===== src/ppmfd_pkg.sv =====
package ppmfd_pkg;

  localparam int NUM_CHANNELS = 8;
  localparam int MAX_OUT      = 8;

  localparam int SLOT_CNT_W = $clog2(NUM_CHANNELS + 1);
  localparam int SLOT_IDX_W = (NUM_CHANNELS > 1) ? $clog2(NUM_CHANNELS) : 1;
  localparam int PUB_N_W    = $clog2(MAX_OUT + 1);
  localparam int PUB_IDX_W  = $clog2(MAX_OUT);

  localparam int TS_W     = 32;
  localparam int WIDTH_W  = 16;
  localparam int PERIOD_W = 17;
  localparam int EDGE_W   = 7;
  localparam int PADDR_W  = 4;
  localparam int PDATA_W  = 32;

  localparam logic [EDGE_W-1:0]   EDGE_SAT           = 7'd100;
  localparam logic [WIDTH_W-1:0]  MIN_WIDTH_RESET    = 16'd800;
  localparam logic [WIDTH_W-1:0]  MAX_WIDTH_RESET    = 16'd2200;
  localparam logic [WIDTH_W-1:0]  SYNC_GAP_RESET     = 16'd2500;
  localparam logic [PERIOD_W-1:0] TIMER_PERIOD_RESET = 17'd10000;

  typedef enum logic [1:0] {
    REG_MIN_WIDTH    = 2'd0,
    REG_MAX_WIDTH    = 2'd1,
    REG_SYNC_GAP     = 2'd2,
    REG_TIMER_PERIOD = 2'd3
  } ppmfd_reg_e;

  typedef enum logic [2:0] {
    ST_IDLE,
    ST_MUL,
    ST_DELTA,
    ST_CLASS,
    ST_LOAD,
    ST_SEND
  } ppmfd_state_e;

  typedef struct packed {
    logic [WIDTH_W-1:0]  min_width;
    logic [WIDTH_W-1:0]  max_width;
    logic [WIDTH_W-1:0]  sync_gap;
    logic [PERIOD_W-1:0] timer_period;
  } ppmfd_cfg_t;

  typedef struct packed {
    logic capture;
    logic mul;
    logic delta;
    logic classify;
    logic load_first;
    logic send_next;
  } ppmfd_cmd_t;

  typedef struct packed {
    logic publish;
    logic out_last;
  } ppmfd_status_t;

endpackage


===== src/ppmfd_if.sv =====
interface ppmfd_in_if import ppmfd_pkg::*; ();
  logic               valid;
  logic               ready;
  logic [TS_W-1:0]    overflow_count;
  logic [WIDTH_W-1:0] timer_count;

  modport source (output valid, overflow_count, timer_count, input ready);
  modport sink (input valid, overflow_count, timer_count, output ready);
endinterface

interface ppmfd_out_if import ppmfd_pkg::*; ();
  logic               valid;
  logic               ready;
  logic [2:0]         channel_index;
  logic [WIDTH_W-1:0] pulse_width;
  logic               last;
  logic               full_frame;
  logic [EDGE_W-1:0]  edges_seen;

  modport source (output valid, channel_index, pulse_width, last, full_frame, edges_seen,
                  input ready);
  modport sink (input valid, channel_index, pulse_width, last, full_frame, edges_seen,
                output ready);
endinterface


===== src/ppmfd_regs.sv =====
module ppmfd_regs import ppmfd_pkg::*; (
  input  logic               clk_i,
  input  logic               rst_ni,
  input  logic               psel,
  input  logic               penable,
  input  logic               pwrite,
  input  logic [PADDR_W-1:0] paddr,
  input  logic [PDATA_W-1:0] pwdata,
  output logic [PDATA_W-1:0] prdata,
  output logic               pready,
  output ppmfd_cfg_t         cfg_o
);

  ppmfd_cfg_t cfg_q;
  ppmfd_reg_e reg_sel;
  logic       wr_en;

  assign pready  = 1'b1;
  assign reg_sel = ppmfd_reg_e'(paddr[3:2]);
  assign wr_en   = psel && penable && pwrite;
  assign cfg_o   = cfg_q;

  always_ff @(posedge clk_i or negedge rst_ni) begin
    if (!rst_ni) begin
      cfg_q.min_width    <= MIN_WIDTH_RESET;
      cfg_q.max_width    <= MAX_WIDTH_RESET;
      cfg_q.sync_gap     <= SYNC_GAP_RESET;
      cfg_q.timer_period <= TIMER_PERIOD_RESET;
    end else if (wr_en) begin
      unique case (reg_sel)
        REG_MIN_WIDTH:    cfg_q.min_width    <= pwdata[WIDTH_W-1:0];
        REG_MAX_WIDTH:    cfg_q.max_width    <= pwdata[WIDTH_W-1:0];
        REG_SYNC_GAP:     cfg_q.sync_gap     <= pwdata[WIDTH_W-1:0];
        REG_TIMER_PERIOD: cfg_q.timer_period <= pwdata[PERIOD_W-1:0];
        default: ;
      endcase
    end
  end

  always_comb begin
    unique case (reg_sel)
      REG_MIN_WIDTH:    prdata = PDATA_W'(cfg_q.min_width);
      REG_MAX_WIDTH:    prdata = PDATA_W'(cfg_q.max_width);
      REG_SYNC_GAP:     prdata = PDATA_W'(cfg_q.sync_gap);
      REG_TIMER_PERIOD: prdata = PDATA_W'(cfg_q.timer_period);
      default:          prdata = '0;
    endcase
  end

endmodule


===== src/ppmfd_ctrl.sv =====
module ppmfd_ctrl import ppmfd_pkg::*; (
  input  logic          clk_i,
  input  logic          rst_ni,
  input  logic          in_valid_i,
  input  logic          out_ready_i,
  input  ppmfd_status_t status_i,
  output logic          in_ready_o,
  output logic          out_valid_o,
  output ppmfd_cmd_t    cmd_o
);

  ppmfd_state_e state_q, state_d;

  always_ff @(posedge clk_i or negedge rst_ni) begin
    if (!rst_ni) begin
      state_q <= ST_IDLE;
    end else begin
      state_q <= state_d;
    end
  end

  always_comb begin
    state_d = state_q;
    unique case (state_q)
      ST_IDLE:  if (in_valid_i) state_d = ST_MUL;
      ST_MUL:   state_d = ST_DELTA;
      ST_DELTA: state_d = ST_CLASS;
      ST_CLASS: state_d = status_i.publish ? ST_LOAD : ST_IDLE;
      ST_LOAD:  state_d = ST_SEND;
      ST_SEND:  if (out_ready_i && status_i.out_last) state_d = ST_IDLE;
      default:  state_d = ST_IDLE;
    endcase
  end

  always_comb begin
    in_ready_o  = 1'b0;
    out_valid_o = 1'b0;
    cmd_o       = '0;
    unique case (state_q)
      ST_IDLE: begin
        in_ready_o    = 1'b1;
        cmd_o.capture = in_valid_i;
      end
      ST_MUL:   cmd_o.mul        = 1'b1;
      ST_DELTA: cmd_o.delta      = 1'b1;
      ST_CLASS: cmd_o.classify   = 1'b1;
      ST_LOAD:  cmd_o.load_first = 1'b1;
      ST_SEND: begin
        out_valid_o     = 1'b1;
        cmd_o.send_next = out_ready_i && !status_i.out_last;
      end
      default: ;
    endcase
  end

endmodule


===== src/ppmfd_datapath.sv =====
module ppmfd_datapath import ppmfd_pkg::*; (
  input  logic               clk_i,
  input  logic               rst_ni,
  input  ppmfd_cfg_t         cfg_i,
  input  ppmfd_cmd_t         cmd_i,
  input  logic [TS_W-1:0]    overflow_count_i,
  input  logic [WIDTH_W-1:0] timer_count_i,
  output ppmfd_status_t      status_o,
  output logic [2:0]         channel_index_o,
  output logic [WIDTH_W-1:0] pulse_width_o,
  output logic               last_o,
  output logic               full_frame_o,
  output logic [EDGE_W-1:0]  edges_seen_o
);

  localparam int PROD_W = TS_W + PERIOD_W;

  logic [TS_W-1:0]    ovf_q;
  logic [WIDTH_W-1:0] tcnt_q;
  logic [PROD_W-1:0]  prod_full;
  logic [TS_W-1:0]    prod_q;
  logic [TS_W-1:0]    ts;
  logic [TS_W-1:0]    delta_q;
  logic [TS_W-1:0]    last_ts_q;

  logic                  armed_q, armed_d;
  logic [SLOT_CNT_W-1:0] slot_cnt_q, slot_cnt_d, pub_cnt_raw;
  logic [EDGE_W-1:0]     edge_cnt_q, edge_cnt_d;
  logic [WIDTH_W-1:0]    slots_q [NUM_CHANNELS];

  logic                 in_range, is_sync, slot_we, publish, pub_full;
  logic [PUB_N_W-1:0]   pub_n_q, pub_n_d;
  logic                 pub_full_q;
  logic [PUB_IDX_W-1:0] pub_idx_q, rd_idx;

  logic               out_last_q, out_full_q;
  logic [2:0]         out_idx_q;
  logic [WIDTH_W-1:0] out_pw_q;
  logic [EDGE_W-1:0]  out_edges_q;

  // timestamp pipeline: multiply, then add count and difference
  assign prod_full = PROD_W'(cfg_i.timer_period) * PROD_W'(ovf_q);
  assign ts        = prod_q + TS_W'(tcnt_q);

  always_ff @(posedge clk_i) begin
    if (cmd_i.capture) begin
      ovf_q  <= overflow_count_i;
      tcnt_q <= timer_count_i;
    end
    if (cmd_i.mul) begin
      prod_q <= prod_full[TS_W-1:0];
    end
    if (cmd_i.delta) begin
      delta_q <= ts - last_ts_q;
    end
  end

  assign in_range = (delta_q >= TS_W'(cfg_i.min_width)) && (delta_q <= TS_W'(cfg_i.max_width));
  assign is_sync  = delta_q >= TS_W'(cfg_i.sync_gap);

  // channel range test takes priority over the sync test
  always_comb begin
    armed_d     = armed_q;
    slot_cnt_d  = slot_cnt_q;
    slot_we     = 1'b0;
    publish     = 1'b0;
    pub_full    = 1'b0;
    pub_cnt_raw = slot_cnt_q;
    if (armed_q) begin
      priority if (in_range) begin
        slot_we = slot_cnt_q < SLOT_CNT_W'(NUM_CHANNELS);
        if (slot_we) begin
          slot_cnt_d = slot_cnt_q + SLOT_CNT_W'(1);
        end
        if (slot_cnt_d >= SLOT_CNT_W'(NUM_CHANNELS)) begin
          publish     = 1'b1;
          pub_full    = 1'b1;
          pub_cnt_raw = slot_cnt_d;
          armed_d     = 1'b0;
        end
      end else if (is_sync) begin
        publish    = slot_cnt_q != '0;
        armed_d    = 1'b1;
        slot_cnt_d = '0;
      end else begin
        armed_d = 1'b0;
      end
    end else if (is_sync) begin
      armed_d    = 1'b1;
      slot_cnt_d = '0;
    end
  end

  assign pub_n_d = (32'(pub_cnt_raw) > 32'(MAX_OUT)) ? PUB_N_W'(MAX_OUT)
                                                     : PUB_N_W'(pub_cnt_raw);
  assign edge_cnt_d = (edge_cnt_q < EDGE_SAT) ? edge_cnt_q + EDGE_W'(1) : edge_cnt_q;

  always_ff @(posedge clk_i or negedge rst_ni) begin
    if (!rst_ni) begin
      last_ts_q  <= '0;
      armed_q    <= 1'b0;
      slot_cnt_q <= '0;
      edge_cnt_q <= '0;
      pub_n_q    <= '0;
      pub_full_q <= 1'b0;
      pub_idx_q  <= '0;
      out_last_q <= 1'b0;
    end else begin
      if (cmd_i.delta) begin
        last_ts_q <= ts;
      end
      if (cmd_i.classify) begin
        armed_q    <= armed_d;
        slot_cnt_q <= slot_cnt_d;
        edge_cnt_q <= edge_cnt_d;
        if (publish) begin
          pub_n_q    <= pub_n_d;
          pub_full_q <= pub_full;
        end
      end
      if (cmd_i.load_first || cmd_i.send_next) begin
        pub_idx_q  <= rd_idx;
        out_last_q <= (PUB_N_W'(rd_idx) + PUB_N_W'(1)) == pub_n_q;
      end
    end
  end

  assign rd_idx = cmd_i.load_first ? '0 : pub_idx_q + PUB_IDX_W'(1);

  always_ff @(posedge clk_i) begin
    if (cmd_i.classify && slot_we) begin
      slots_q[SLOT_IDX_W'(slot_cnt_q)] <= delta_q[WIDTH_W-1:0];
    end
    if (cmd_i.load_first || cmd_i.send_next) begin
      out_pw_q    <= slots_q[SLOT_IDX_W'(rd_idx)];
      out_idx_q   <= 3'(rd_idx);
      out_full_q  <= pub_full_q;
      out_edges_q <= edge_cnt_q;
    end
  end

  assign status_o.publish  = publish;
  assign status_o.out_last = out_last_q;

  assign channel_index_o = out_idx_q;
  assign pulse_width_o   = out_pw_q;
  assign last_o          = out_last_q;
  assign full_frame_o    = out_full_q;
  assign edges_seen_o    = out_edges_q;

endmodule


===== src/ppm_frame_decoder.sv =====
// an edge that publishes nothing steps through multiply, difference and classify, then input is ready again
// a publishing edge then loads its first result and sends one result
// per cycle while the sink is ready; the next edge is accepted only after the last result
// these steps are the multiply, difference and classify states of the controller
// async active-low reset: registers to defaults, timestamp, arming, slot and edge counts cleared
module ppm_frame_decoder import ppmfd_pkg::*; (
  input  logic               clk_i,
  input  logic               rst_ni,
  ppmfd_in_if.sink           in_ch,
  ppmfd_out_if.source        out_ch,
  input  logic               psel,
  input  logic               penable,
  input  logic               pwrite,
  input  logic [PADDR_W-1:0] paddr,
  input  logic [PDATA_W-1:0] pwdata,
  output logic [PDATA_W-1:0] prdata,
  output logic               pready
);

  ppmfd_cfg_t    cfg;
  ppmfd_cmd_t    cmd;
  ppmfd_status_t status;

  ppmfd_regs u_regs (
    .clk_i   (clk_i),
    .rst_ni  (rst_ni),
    .psel    (psel),
    .penable (penable),
    .pwrite  (pwrite),
    .paddr   (paddr),
    .pwdata  (pwdata),
    .prdata  (prdata),
    .pready  (pready),
    .cfg_o   (cfg)
  );

  ppmfd_ctrl u_ctrl (
    .clk_i       (clk_i),
    .rst_ni      (rst_ni),
    .in_valid_i  (in_ch.valid),
    .out_ready_i (out_ch.ready),
    .status_i    (status),
    .in_ready_o  (in_ch.ready),
    .out_valid_o (out_ch.valid),
    .cmd_o       (cmd)
  );

  ppmfd_datapath u_datapath (
    .clk_i            (clk_i),
    .rst_ni           (rst_ni),
    .cfg_i            (cfg),
    .cmd_i            (cmd),
    .overflow_count_i (in_ch.overflow_count),
    .timer_count_i    (in_ch.timer_count),
    .status_o         (status),
    .channel_index_o  (out_ch.channel_index),
    .pulse_width_o    (out_ch.pulse_width),
    .last_o           (out_ch.last),
    .full_frame_o     (out_ch.full_frame),
    .edges_seen_o     (out_ch.edges_seen)
  );

  a_one_side: assert property (@(posedge clk_i) disable iff (!rst_ni)
    !(in_ch.ready && out_ch.valid))
    else $error("input ready while results pending");

  a_no_back_to_back: assert property (@(posedge clk_i) disable iff (!rst_ni)
    in_ch.valid && in_ch.ready |=> !in_ch.ready)
    else $error("item accepted while previous still in work");

  a_run_order: assert property (@(posedge clk_i) disable iff (!rst_ni)
    out_ch.valid && out_ch.ready && !out_ch.last |=>
      out_ch.valid && (out_ch.channel_index == $past(out_ch.channel_index) + 3'd1))
    else $error("channel run broken");

  a_edges_sat: assert property (@(posedge clk_i) disable iff (!rst_ni)
    out_ch.valid |-> out_ch.edges_seen <= EDGE_SAT)
    else $error("edge count above saturation");

endmodule


===== src/flat_wrapper.sv =====
// flat-port wrapper written by rule: the top's interface ports become plain ports
module ppm_frame_decoder_flat import ppmfd_pkg::*;
  (clk_i, rst_ni, psel, penable, pwrite, paddr, pwdata, prdata, pready, in_ch_valid, in_ch_overflow_count, in_ch_timer_count, in_ch_ready, out_ch_valid, out_ch_channel_index, out_ch_pulse_width, out_ch_last, out_ch_full_frame, out_ch_edges_seen, out_ch_ready);
  ppmfd_in_if in_ch_i ();
  ppmfd_out_if out_ch_i ();
  input  logic clk_i;
  input  logic rst_ni;
  input  logic psel;
  input  logic penable;
  input  logic pwrite;
  input  logic [PADDR_W-1:0] paddr;
  input  logic [PDATA_W-1:0] pwdata;
  output logic [PDATA_W-1:0] prdata;
  output logic pready;
  input wire logic [$bits(in_ch_i.valid)-1:0] in_ch_valid;
  input wire logic [$bits(in_ch_i.overflow_count)-1:0] in_ch_overflow_count;
  input wire logic [$bits(in_ch_i.timer_count)-1:0] in_ch_timer_count;
  output wire logic [$bits(in_ch_i.ready)-1:0] in_ch_ready;
  output wire logic [$bits(out_ch_i.valid)-1:0] out_ch_valid;
  output wire logic [$bits(out_ch_i.channel_index)-1:0] out_ch_channel_index;
  output wire logic [$bits(out_ch_i.pulse_width)-1:0] out_ch_pulse_width;
  output wire logic [$bits(out_ch_i.last)-1:0] out_ch_last;
  output wire logic [$bits(out_ch_i.full_frame)-1:0] out_ch_full_frame;
  output wire logic [$bits(out_ch_i.edges_seen)-1:0] out_ch_edges_seen;
  input wire logic [$bits(out_ch_i.ready)-1:0] out_ch_ready;
  assign in_ch_i.valid = in_ch_valid;
  assign in_ch_i.overflow_count = in_ch_overflow_count;
  assign in_ch_i.timer_count = in_ch_timer_count;
  assign in_ch_ready = in_ch_i.ready;
  assign out_ch_valid = out_ch_i.valid;
  assign out_ch_channel_index = out_ch_i.channel_index;
  assign out_ch_pulse_width = out_ch_i.pulse_width;
  assign out_ch_last = out_ch_i.last;
  assign out_ch_full_frame = out_ch_i.full_frame;
  assign out_ch_edges_seen = out_ch_i.edges_seen;
  assign out_ch_i.ready = out_ch_ready;
  ppm_frame_decoder u_core (.clk_i(clk_i), .rst_ni(rst_ni), .in_ch(in_ch_i), .out_ch(out_ch_i), .psel(psel), .penable(penable), .pwrite(pwrite), .paddr(paddr), .pwdata(pwdata), .prdata(prdata), .pready(pready));
endmodule

===== config.mk =====
export PLATFORM = sky130hd
export DESIGN_NAME = ppm_frame_decoder_flat
export DESIGN_NICKNAME = d
export VERILOG_FILES = /design/src/ppmfd_pkg.sv /design/src/ppmfd_if.sv /design/src/ppmfd_regs.sv /design/src/ppmfd_ctrl.sv /design/src/ppmfd_datapath.sv /design/src/ppm_frame_decoder.sv /design/src/flat_wrapper.sv
export SDC_FILE = /design/constraint.sdc
export NUM_CORES = 1
export LEC_CHECK = 0
export ABC_AREA = 1
export BUFFER_PORTS_ARGS = -buffer_cell sky130_fd_sc_hd__buf_2
export CAP_MARGIN = 15
export CORE_MARGIN = 2
export CORE_UTILIZATION = 55
export DETAILED_ROUTE_END_ITERATION = 8
export PLACE_DENSITY = 0.71
export SLEW_MARGIN = 20
export SYNTH_ARGS = -nofsm -noshare
export SYNTH_HDL_FRONTEND = slang
export SYNTH_SLANG_ARGS = --single-unit

===== constraint.sdc =====
create_clock -name clk_i -period 15.62 [get_ports clk_i]
set_input_delay 0 -clock clk_i [delete_from_list [all_inputs] [get_ports clk_i]]
set_output_delay 0 -clock clk_i [all_outputs]
set_load 0.1 [all_outputs]

[Word-level counts from Yosys, hierarchy flattened]
Memories as Yosys holds them, arrays and structs flattened. A register that Yosys moved wholly into a read port is not among the register bits.
Index checks and enable logic that the tools add are counted.
Storage, ports and cells
  flip-flop bits (word level): 244
  memory bits (writable): 128
  output and inout port bits: 63
  memories kept: 1
Operators by class
  add/sub/neg operators: 6
  $mul: 1
  $lt $le $gt $ge: 7
  equality and inequality tests: 11
  multiplexer cells: 38
  reduce and logical (&&, ||, !) cells: 18
Memories
  u_core.u_datapath.slots_q: depth 8, bits a word 16, read ports 1, clocked after Yosys merged registers in 1, wr ports 1, RTL line ppmfd_datapath.sv:29  | logic [WIDTH_W-1:0] slots_q [NUM_CHANNELS];
Operator list (count)
  $pmux 32 s4: 1
  $ge 32x16->1: 2
  $mux 4: 10
  $add 32x16->32: 1
  $le 32x16->1: 1
  $mul 17x32->32: 1
  $sub 32x32->32: 1
  $mux 1: 22
  $pmux 3 s6: 1
  $reduce_and 2->1: 7
  $mux 3: 4
  $add 7x1->7 const B: 1
  $lt 7x7->1 const B: 1
  $eq 3x2->1 const B: 2
  $eq 3x3->1 const B: 2
  $logic_and 1x1->1: 6
  $add 3x1->4 const B: 1
  $add 4x1->4 const B: 1
  $eq 2x2->1 const B: 2
  $eq 4x4->1: 1
  $ge 4x4->1 const B: 1
  $gt 4x4->1 const B: 1
  $lt 4x4->1 const B: 1
  $ne 2x2->1 const B: 2
  other kinds (8): 8

[Logic depth before layout (Yosys ltp)]
Gate-level depths: netlist of run 1.
  word-level depth: 10
  depth in mapped cells: 30

[Cells and area by module]
From an unflattened synthesis of run 1, not the netlist that was laid out.
Second synthesis, totals
  cells, all modules: 3646
  area total of the unflattened synthesis: 31933.1 sq um
Modules (own cells, without submodules)
  ppmfd_datapath: instances 1, cells each 3213, area each 28418.5 sq um, seq. area each 9344.0 sq um
  ppmfd_regs: instances 1, cells each 401, area each 3298.2 sq um, seq. area each 1647.8 sq um
  ppmfd_ctrl: instances 1, cells each 32, area each 216.5 sq um, seq. area each 75.1 sq um

[Least setup slack after synthesis of run 1]
Ideal clock, no wire load.
  kind: flip-flop to flip-flop
  from: reg u_core.u_regs.cfg_q, in the netlist u_core.u_regs.cfg_o[4]
  to: reg u_core.u_datapath.prod_q[28] (data pin)
  library setup time: 259 ps
  arrival: 5594 ps
  path slack: 9768 ps
  stages on the path, launching flop included: 26
  path buffers: 2
  clock period less this slack: 5852 ps
  path through: dfstp_2 > clkbuf_1 > clkbuf_1 > nand2_1 > fa_1 > inv_1 > fa_1 > inv_1 > fa_1 > inv_1 > fa_1 > fa_1 > inv_1 > fa_1 > inv_1 > ha_1 > nand2_1 > nor2_1 > and3_1 > nand3_1 > nand3_1 > nand3_1 > nand2_1 > nand2_1 > nand2_1 > xor2_1
Between the ends
  longest elaborated chain between the ends: 1
Ends and longest elaborated chain
  from (decl): RTL line ppmfd_regs.sv:14  | ppmfd_cfg_t cfg_q;
  $mul 17x32->32: RTL line ppmfd_datapath.sv:42  | assign prod_full = PROD_W'(cfg_i.timer_period) * PROD_W'(ovf_q);
  net u_core.u_datapath.prod_full[28]: RTL line ppmfd_datapath.sv:20  | logic [PROD_W-1:0] prod_full;
  to (signal assigned): RTL line ppmfd_datapath.sv:51  | prod_q <= prod_full[TS_W-1:0];
  to (decl): RTL line ppmfd_datapath.sv:21  | logic [TS_W-1:0] prod_q;
The timed path passes the listed nets, and every way through them passes these cells.
A chain may end at the register's enable or synchronous reset.

[Final worst setup path of run 1]
  from: reg u_core.u_regs.cfg_q, in the netlist u_core.u_regs.cfg_o[2]
  to: reg u_core.u_datapath.prod_q[31] (data pin)
The elaborated chain is that of the path after synthesis.

==> results.py, run 1 <==
metrics = {
    "drt": {
        "wire_per_inst_um": 17.4,
        "dr_wl_met2_mm": 36.9,
        "wl_met3_mm": 5.18,
        "drt-initial-drc-count": 1774,
        "wl_met1_mm": 32.0,
        "maxUsedRoutingLayer": "met4",
        "routed_via_density": 5.31,
        "num_vias": 23600,
        "final_antenna_net_count": 0,
        "drt_wl_total_mm": 77.3,
        "drt_pass1_iterations": 5,
        "post-route-drc-count": 0,
    },
    "worst_setup_path": {
        "critPathKind": "reg2reg",
        "crit_top_cell": "nand2_1",
        "cp_max_fo": 20,
        "cp_top_family": "adder cells",
        "worst_ep_arrival_time_ps": 7140,
        "ff2ff_path_depth": 22,
        "start_kind": "flop",
        "slowest_delay_ps": 820,
        "cp_num_buf_inv": 5,
        "path_cells": "buf_4, nand2_1, fa_1, fa_1, inv_1, fa_1, fa_1, fa_1, inv_1, fa_1, inv_1, ha_1, nand2_1, nor4_1, nand2_1, nand2_1, a21o_2, nand2_1, o21bai_1, inv_1, nand2_1, nand2_1",
        "path_depth": 22,
        "cpMaxStageDelayCell": "dfrtp_1",
        "critPathRequiredTime_ps": 15920,
        "endpoint_kind": "flop",
    },
    "yosys": {
        "synth_top_cell_by_area": "edfxtp_1",
        "syn_area_per_cell_um2": 8.92,
        "synthTopCellsByArea": "edfxtp_1 (25%), fa_1 (20%), nand2_1 (11%)",
        "syn_area_um2": 31600,
        "yosysUniqueCellTypes": 61,
        "synth_warnings": 0,
        "ys_ff_latch": 388,
        "synth-edff-count": 267,
        "synth_flop_cell": "edfxtp_1",
        "synth-async-reset-ratio": 0.312,
        "synthCells": 3538,
        "synth_top_area_frac": 0.254,
        "ys_seq_area_frac": 0.351,
    },
    "global_route": {
        "overflow": 0,
        "grt_max_degree": 80,
        "grt_pass1_wl_mm": 126,
        "grt_pass1_vias": 24100,
        "track_usage": 0.270,
        "antenna_found_initial": 0,
    },
    "timing": {
        "post-route-period-util": 0.438,
        "hold_viol": 0,
        "slew_headroom": 0.302,
        "period_minus_slack_ps": 6840,
        "rsz0062_at_grt": "false",
        "tightest_slew_ps": 1040,
        "maxSlewViolCount": 0,
        "fmax_mhz": 146,
        "finalSetupTns_ps": 0,
        "setup_violations": 0,
        "finClkSkew_ps": 11.1,
    },
    "cts": {
        "clk_pin_slew_worst_paths_ps": 60,
        "numCtsBuffers": 42,
        "cts.sinks": 388,
        "insertion_delay_ps": 580,
        "cts-resized-gates": 0,
        "clockBufferDepth": 3,
        "h-tree-depth": 2,
        "cts_root_buffer": "clkbuf_16",
        "cts_tree": "built",
    },
    "floorplanning": {
        "die_y_um": 244,
        "dieArea_um2": 59300,
        "design.core.area_um2": 56600,
        "io_pins": 154,
        "num_rows": 87,
        "die_w_um": 244,
        "initial_core_util": 0.558,
    },
    "final_layout": {
        "antenna_cells": 0,
        "num-nets-final": 4234,
        "drive_above_1_share": 0.0797,
        "area_delta_synth_final_pct": 10.0,
        "most-common-layout-cells": "nand2_1 (933), inv_1 (783), fa_1 (321), edfxtp_1 (267), ha_1 (167)",
        "layout_commonest_cell": "nand2_1",
    },
    "job": {
        "cap_violations": 0,
    },
    "worst_hold_path": {
        "hold_path.class": "in2async",
    },
    "placed_design": {
        "hpwl_mm": 55.9,
        "port_buffers": 120,
        "gp_congestion": 0.939,
    },
    "outcome": {
        "outcome": "finished clean",
    },
}
-- state kept, by name, summed over array words and instances, names as in the netlist, 4 cells and up --
register / count
u_core.u_datapath.ovf_q: 32
u_core.u_regs.cfg_o: 65
u_core.u_datapath.slot_cnt_q: 4
u_core.u_datapath.prod_q: 32
u_core.u_datapath.slots_q: 128
u_core.u_datapath.edges_seen_o: 7
u_core.u_datapath.delta_q: 32
u_core.u_datapath.last_ts_q: 32
u_core.u_datapath.tcnt_q: 16
u_core.u_datapath.pulse_width_o: 16
u_core.u_datapath.edge_cnt_q: 7
u_core.u_datapath.pub_n_q: 4
-- logic make-up (layout without fill, tap and decap cells) --
family	count (synthesis)	count (layout)	share of synthesized area
adders and majority gates	488	488	0.270
DFF	388	388	0.351
AOI/OAI and AO/OA	378	378	0.0729
buffers and inverters	944	1080	0.116
other	2	16	0.000238
xor gates and xnor gates	108	108	0.0304
and+or+nand+nor	1230	1230	0.160
-- metal layers --
layer  vias up  global-route usage
met5         -                   0
met4         0               0.106
met3       181              0.0379
met2       823               0.452
met1     11500               0.357
li1      11200                   -
-- Yosys cell counts, drive strengths merged (47+ instances only) --
cell type / instances
a21oi: 111
buf: 47
clkbuf: 104
dfrtp: 104
edfxtp: 267
fa: 321
ha: 167
inv: 793
nand2: 945
nand3: 104
nor2: 109
o21ai: 151
xor2: 80
-- worst paths after layout --
kind	start	end	slack (ps)
worst max-delay path	u_core.u_regs.cfg_o[2]$_DFFE_PN0P_	u_core.u_datapath.prod_q[31]$_DFFE_PP_	8780
worst min-delay path	rst_ni	u_core.u_datapath.last_ts_q[21]$_DFFE_PN0P_	50
worst max register to register	u_core.u_regs.cfg_o[2]$_DFFE_PN0P_	u_core.u_datapath.prod_q[31]$_DFFE_PP_	8780
worst min register to register	u_core.u_datapath.edge_cnt_q[6]$_DFFE_PN0P_	u_core.u_datapath.edges_seen_o[6]$_DFFE_PP_	480
max in group asynchronous	rst_ni	u_core.u_regs.cfg_o[1]$_DFFE_PN0P_	14170
min in group clk_i	in_ch_overflow_count[9]	u_core.u_datapath.ovf_q[9]$_DFFE_PP_	120
-- what timing repair did --
item,CTS,global route
setup buffers,0,0
hold buffers,69,0
hold endpoints to repair,172,0
-- layout make-up --
class	count	area [um^2]
Multi-Input combinational cell	2220	17000
Clock buffer	66	1190
Inverter	793	2980
Clock inverter	11	125
Tap cell	756	946
Timing Repair Buffer	210	1450
Sequential cell	388	11100
Fill cell	4838	21900
-- per-stage QoR --
step | utilization | hold WS (ps) | worst slack [ps] | instances | area [um^2]
6_report | 0.614 | 50.0 | 8780 | 4444 | 34700
5_1_grt | 0.614 | 101 | 8510 | 4444 | 34700
4_1_cts | 0.613 | 58.9 | 8810 | 4444 | 34700
3_5_place_dp | 0.578 | 137 | 8810 | 4298 | 32700
3_3_place_gp | 0.578 | 132 | 8890 | 4298 | 32700
2_1_floorplan | - | -296 | 9770 | 3552 | 31600
Power of run 1 is left out: the tool's default activity adds up to more than one toggle a clock period on the data nets, which glitch-free logic cannot reach.
==> run 2: changes to the inputs <==
ABC_AREA = 0   (was 1)
PLACE_DENSITY = 0.74   (was 0.71)
clock period = 5.7 ns   (was 15.62 ns; I/O delays follow)
==> results.py, run 2 <==
metrics = {
    "yosys": {
        "ys_ff_latch": 388,
        "synthCells": 2909,
        "synth_flop_cell": "edfxtp_1",
        "synth_top_cell_by_area": "edfxtp_1",
        "synthMostInstantiatedCell": "inv_1",
        "syn_area_um2": 30400,
        "yosysUniqueCellTypes": 86,
        "synth_warnings": 0,
        "synthTopCellsByArea": "edfxtp_1 (26%), fa_1 (21%), dfrtp_1 (8.6%)",
        "synth-edff-count": 267,
        "syn_area_per_cell_um2": 10.5,
        "netlist_top_cells_count": "inv_1 (491), nand2_1 (452), fa_1 (321)",
        "synth-async-reset-ratio": 0.312,
        "ys_seq_area_frac": 0.364,
        "synth_top_area_frac": 0.264,
    },
    "floorplanning": {
        "dieArea_um2": 57200,
        "die_w_um": 239,
        "initial_core_util": 0.554,
        "num_rows": 86,
        "die_y_um": 239,
        "design.core.area_um2": 54900,
        "io_pins": 154,
    },
    "global_route": {
        "antenna_found_initial": 1,
        "overflow": 0,
        "grt_max_degree": 68,
        "track_usage": 0.267,
        "grt_pass1_wl_mm": 119,
        "grt_pass1_vias": 23400,
    },
    "final_layout": {
        "drive_above_1_share": 0.187,
        "multi_input_area_um2": 17400,
        "layout_commonest_cell": "inv_1",
        "area_delta_synth_final_pct": 17.8,
        "most-common-layout-cells": "inv_1 (483), nand2_1 (447), fa_1 (319), edfxtp_1 (267), buf_4 (192)",
        "top_register": "u_core.u_datapath.slots_q",
        "fillers": 4089,
        "num-nets-final": 3820,
        "seqCellArea_um2": 11100,
        "largest_reg_flops": 128,
    },
    "timing": {
        "rsz0062_at_grt": "true",
        "holdWs_ps": 63.0,
        "hold_viol": 0,
        "maxSlewViolCount": 0,
        "layout_setup_ws_ps": -326,
        "period_minus_slack_ps": 6030,
        "slew_headroom": 0.351,
        "finalSetupTns_ps": -2200,
        "finClkSkew_ps": 52.2,
        "setup_violations": 14,
        "tightest_slew_ps": 973,
        "fmax_mhz": 166,
        "post-route-period-util": 1.06,
    },
    "worst_setup_path": {
        "cp_max_fo": 7,
        "critPathRequiredTime_ps": 6110,
        "critPathKind": "reg2reg",
        "endpoint_kind": "flop",
        "ff2ff_path_depth": 23,
        "start_kind": "flop",
        "worst_ep_arrival_time_ps": 6430,
    },
    "drt": {
        "final_antenna_net_count": 0,
        "routed_via_density": 5.55,
        "post-route-drc-count": 0,
        "drt_pass1_iterations": 6,
        "num_vias": 22100,
        "wire_per_inst_um": 18.7,
        "drt-initial-drc-count": 1456,
        "drt_wl_total_mm": 74.5,
    },
    "worst_hold_path": {
        "hold_path.class": "in2async",
    },
    "cts": {
        "clockBufferDepth": 3,
        "cts_tree": "built",
        "cts_root_buffer": "clkbuf_16",
        "h-tree-depth": 2,
        "numCtsBuffers": 42,
        "insertion_delay_ps": 590,
        "clk_pin_slew_worst_paths_ps": 60,
        "cts.sinks": 388,
    },
    "placed_design": {
        "hpwl_mm": 54.9,
        "port_buffers": 120,
        "gp_congestion": 0.887,
    },
    "job": {
        "cap_violations": 0,
    },
    "outcome": {
        "failed_checks": "negative setup slack",
        "outcome": "finished, violations left",
    },
}
## run 2: worst max-delay path, stage by stage, from the launching register on
cell and delay [ps]:
dfrtp_2 440, buf_6 150, clkbuf_16 150, and2_4 160, fa_1 500, inv_2 50, fa_1 500, fa_1 510
inv_1 60, fa_1 500, fa_1 490, inv_1 50, fa_1 500, inv_2 50, ha_4 210, a21o_1 190
a21oi_2 170, nor2_2 70, o211ai_1 220, a21boi_2 110, o21ai_2 170, o21ai_2 80, or4_1 420, nand3_1 100
## run 2: path summary, 6_finish.rpt
kind	from	end	slack, ps
setup / recovery	u_core.u_regs.cfg_o[6]$_DFFE_PN0P_	u_core.u_datapath.prod_q[30]$_DFFE_PP_	-330
hold / removal	rst_ni	u_core.u_datapath.pub_idx_q[2]$_DFFE_PN0P_	60
setup reg to reg	u_core.u_regs.cfg_o[6]$_DFFE_PN0P_	u_core.u_datapath.prod_q[30]$_DFFE_PP_	-330
hold reg to reg	u_core.u_datapath.last_ts_q[24]$_DFFE_PN0P_	u_core.u_datapath.last_ts_q[24]$_DFFE_PN0P_	500
max in group asynchronous	rst_ni	u_core.u_regs.cfg_o[5]$_DFFE_PN0P_	4240
min in group clk_i	in_ch_overflow_count[22]	u_core.u_datapath.ovf_q[22]$_DFFE_PP_	120
## run 2: what timing repair did
item                                   in CTS  in global routing
setup buffers                              13                 20
pin swaps                                  11                 56
setup endpoints to repair                  14                 18
cloned                                      0                  1
endpoints found under the hold margin     171                  0
hold buffers                               68                  0
gates resized for setup                    19                 65
## run 2: routing by layer
metal,global-route usage,routed length [um],vias to the layer above
li1,-,-,10100
met1,0.336,29600,11100
met2,0.457,36900,773
met3,0.0366,4610,174
met4,0.127,3440,0
met5,0,0,-
## run 2: area by class of cell
| cell class | instances | area share |
|---|---|---|
| clock inverters | 22 | 0.00768 |
| flip-flops and latches | 388 | 0.309 |
| well taps | 704 | 0.0246 |
| clock buffers | 55 | 0.0315 |
| diodes | 1 | 0.0000698 |
| multi-input cells | 1907 | 0.486 |
| repair buffers | 409 | 0.0896 |
| inverters | 493 | 0.0517 |
## run 2: cell families (layout without fill, tap and decap cells)
kind of cell	after synthesis	after routing	synth area share
AOI/OAI and AO/OA	396	396	0.0838
xor gates and xnor gates	118	118	0.0342
adders and majority gates	488	488	0.280
buffers and inverters	628	979	0.0799
DFF	388	388	0.364
muxes	78	78	0.0347
other	2	17	0.000247
and+or+nand+nor	811	811	0.123
## run 2: per-stage QoR
step / utilization / instances / setup slack [ps] / instance area, um^2
global route: 0.653 / 3979 / -498 / 35800
finish: 0.653 / 3979 / -326 / 35800
floorplan: - / 2923 / -142 / 30700
global placement: 0.604 / 3802 / -319 / 33100
detailed placement: 0.604 / 3802 / -456 / 33100
CTS: 0.645 / 3960 / -348 / 35400
Power of run 2 is left out for the same reason.
==> run 3: changes to the inputs <==
CTS_BUF_LIST = sky130_fd_sc_hd__clkbuf_4 sky130_fd_sc_hd__clkbuf_8 sky130_fd_sc_hd__clkbuf_16   (was default)
==> results.py, run 3 (synthesis results as in run 2) <==
metrics = {
    "worst_setup_path": {
        "start_kind": "flop",
        "endpoint_kind": "flop",
        "worst_ep_arrival_time_ps": 6440,
        "cpMaxStageDelayCell": "fa_1",
        "cp_max_fo": 7,
        "critPathRequiredTime_ps": 6110,
        "slowest_delay_ps": 510,
        "critPathKind": "reg2reg",
        "path_cells": "buf_12, clkbuf_16, and2_4, fa_1, inv_2, fa_1, fa_1, inv_1, fa_1, fa_1, inv_1, fa_1, inv_2, ha_4, a21o_1, a21oi_2, nor2_2, o211ai_1, a21boi_2, o21ai_2, o21ai_2, or4_1, nand3_1",
        "reg2reg_setup_slack_ps": -330,
        "crit_top_cell": "fa_1",
    },
    "drt": {
        "post-route-drc-count": 0,
        "final_antenna_net_count": 0,
        "routed_via_density": 5.55,
        "drt-initial-drc-count": 1462,
        "drt_wl_total_mm": 74.9,
        "num_vias": 22100,
        "drt_pass1_iterations": 9,
        "wire_per_inst_um": 18.8,
    },
    "cts": {
        "h-tree-depth": 2,
        "cts_tree": "built",
        "cts.sinks": 388,
        "numCtsBuffers": 42,
        "insertion_delay_ps": 590,
        "clockBufferDepth": 3,
        "cts_root_buffer": "clkbuf_16",
        "clk_pin_slew_worst_paths_ps": 60,
    },
    "timing": {
        "maxSlewViolCount": 0,
        "tightest_slew_ps": 1000,
        "setup_violations": 13,
        "period_minus_slack_ps": 6030,
        "fmax_mhz": 166,
        "layout_setup_ws_ps": -330,
        "holdWs_ps": 36.3,
        "post-route-period-util": 1.06,
        "hold_viol": 0,
        "finClkSkew_ps": 54.1,
        "slew_headroom": 0.333,
        "rsz0062_at_grt": "true",
    },
    "floorplanning": {
        "io_pins": 154,
        "design.core.area_um2": 54900,
        "num_rows": 86,
        "initial_core_util": 0.554,
        "die_w_um": 239,
        "die_y_um": 239,
        "dieArea_um2": 57200,
    },
    "outcome": {
        "outcome": "finished, violations left",
        "failed_checks": "negative setup slack",
    },
    "global_route": {
        "overflow": 0,
        "grt_pass1_vias": 23400,
        "antenna_found_initial": 1,
        "track_usage": 0.268,
        "grt_max_degree": 68,
        "grt_pass1_wl_mm": 120,
    },
    "final_layout": {
        "drive_above_1_share": 0.189,
        "area_delta_synth_final_pct": 17.9,
        "most-common-layout-cells": "inv_1 (482), nand2_1 (447), fa_1 (319), edfxtp_1 (267), buf_4 (191)",
        "layout_commonest_cell": "inv_1",
        "top_register": "u_core.u_datapath.slots_q",
        "largest_reg_flops": 128,
        "num-nets-final": 3818,
    },
    "placed_design": {
        "port_buffers": 120,
        "hpwl_mm": 54.9,
        "gp_congestion": 0.887,
    },
    "worst_hold_path": {
        "hold_path.class": "in2async",
    },
    "job": {
        "cap_violations": 0,
    },
}
[run 3: per-stage QoR]
step                      utilization  worst slack, ps  area [um^2]  setup TNS, ps  cells
final                           0.654             -330        35900          -2300   3978
after global routing            0.653             -523        35900          -5550   3977
after CTS                       0.645             -346        35400          -2270   3960
after detailed placement        0.604             -456        33100          -3890   3802
after global placement          0.604             -319        33100          -2290   3802
after floorplan                     -             -142        30700           -228   2923
[run 3: per-layer routing]
| metal | wire length [um] | GRT usage |
|---|---|---|
| met1 | 29600 | 0.338 |
| met3 | 4540 | 0.0366 |
| met5 | 0 | 0 |
| met2 | 37200 | 0.461 |
| met4 | 3480 | 0.125 |
[run 3: worst paths after layout]
kind	to	startpoint	cells past startpoint
min in group clk_i	u_core.u_datapath.ovf_q[22]$_DFFE_PP_	in_ch_overflow_count[22]	2
min reg2reg	u_core.u_datapath.last_ts_q[24]$_DFFE_PN0P_	u_core.u_datapath.last_ts_q[24]$_DFFE_PN0P_	1
min	u_core.u_datapath.pub_idx_q[0]$_DFFE_PN0P_	rst_ni	2
max	u_core.u_datapath.prod_q[30]$_DFFE_PP_	u_core.u_regs.cfg_o[6]$_DFFE_PN0P_	23
max reg2reg	u_core.u_datapath.prod_q[30]$_DFFE_PP_	u_core.u_regs.cfg_o[6]$_DFFE_PN0P_	23
max in group asynchronous	u_core.u_regs.cfg_o[5]$_DFFE_PN0P_	rst_ni	3
[run 3: layout make-up]
class	instances	area (um^2)
timing repair buffer	407	3190
sequential	388	11100
multi-input combinational	1907	17400
clock inverter	22	275
clock buffer	55	1170
antenna	2	5.00
inverter	493	1850
fill	4073	19000
tap	704	881
[run 3: repair_timing]
action | 4_1_cts | 5_1_grt
pin swaps | 11 | 42
gates cloned | 0 | 1
setup endpoints to repair | 14 | 18
buffers inserted | 13 | 18
endpoints found under the hold margin | 171 | 0
hold buffers | 68 | 0
gates resized for setup | 20 | 63
[run 3: critical path: cells and delay by family (launching register included)]
family                   cells  cell delay [ps]
AO/OA/AOI/OAI                6              940
adder cells (fa/ha/maj)      7             3210
buffers and inverters        6              510
flip-flops                   1              450
AND/OR/NAND/NOR              4              750
Power of run 3 is left out for the same reason.
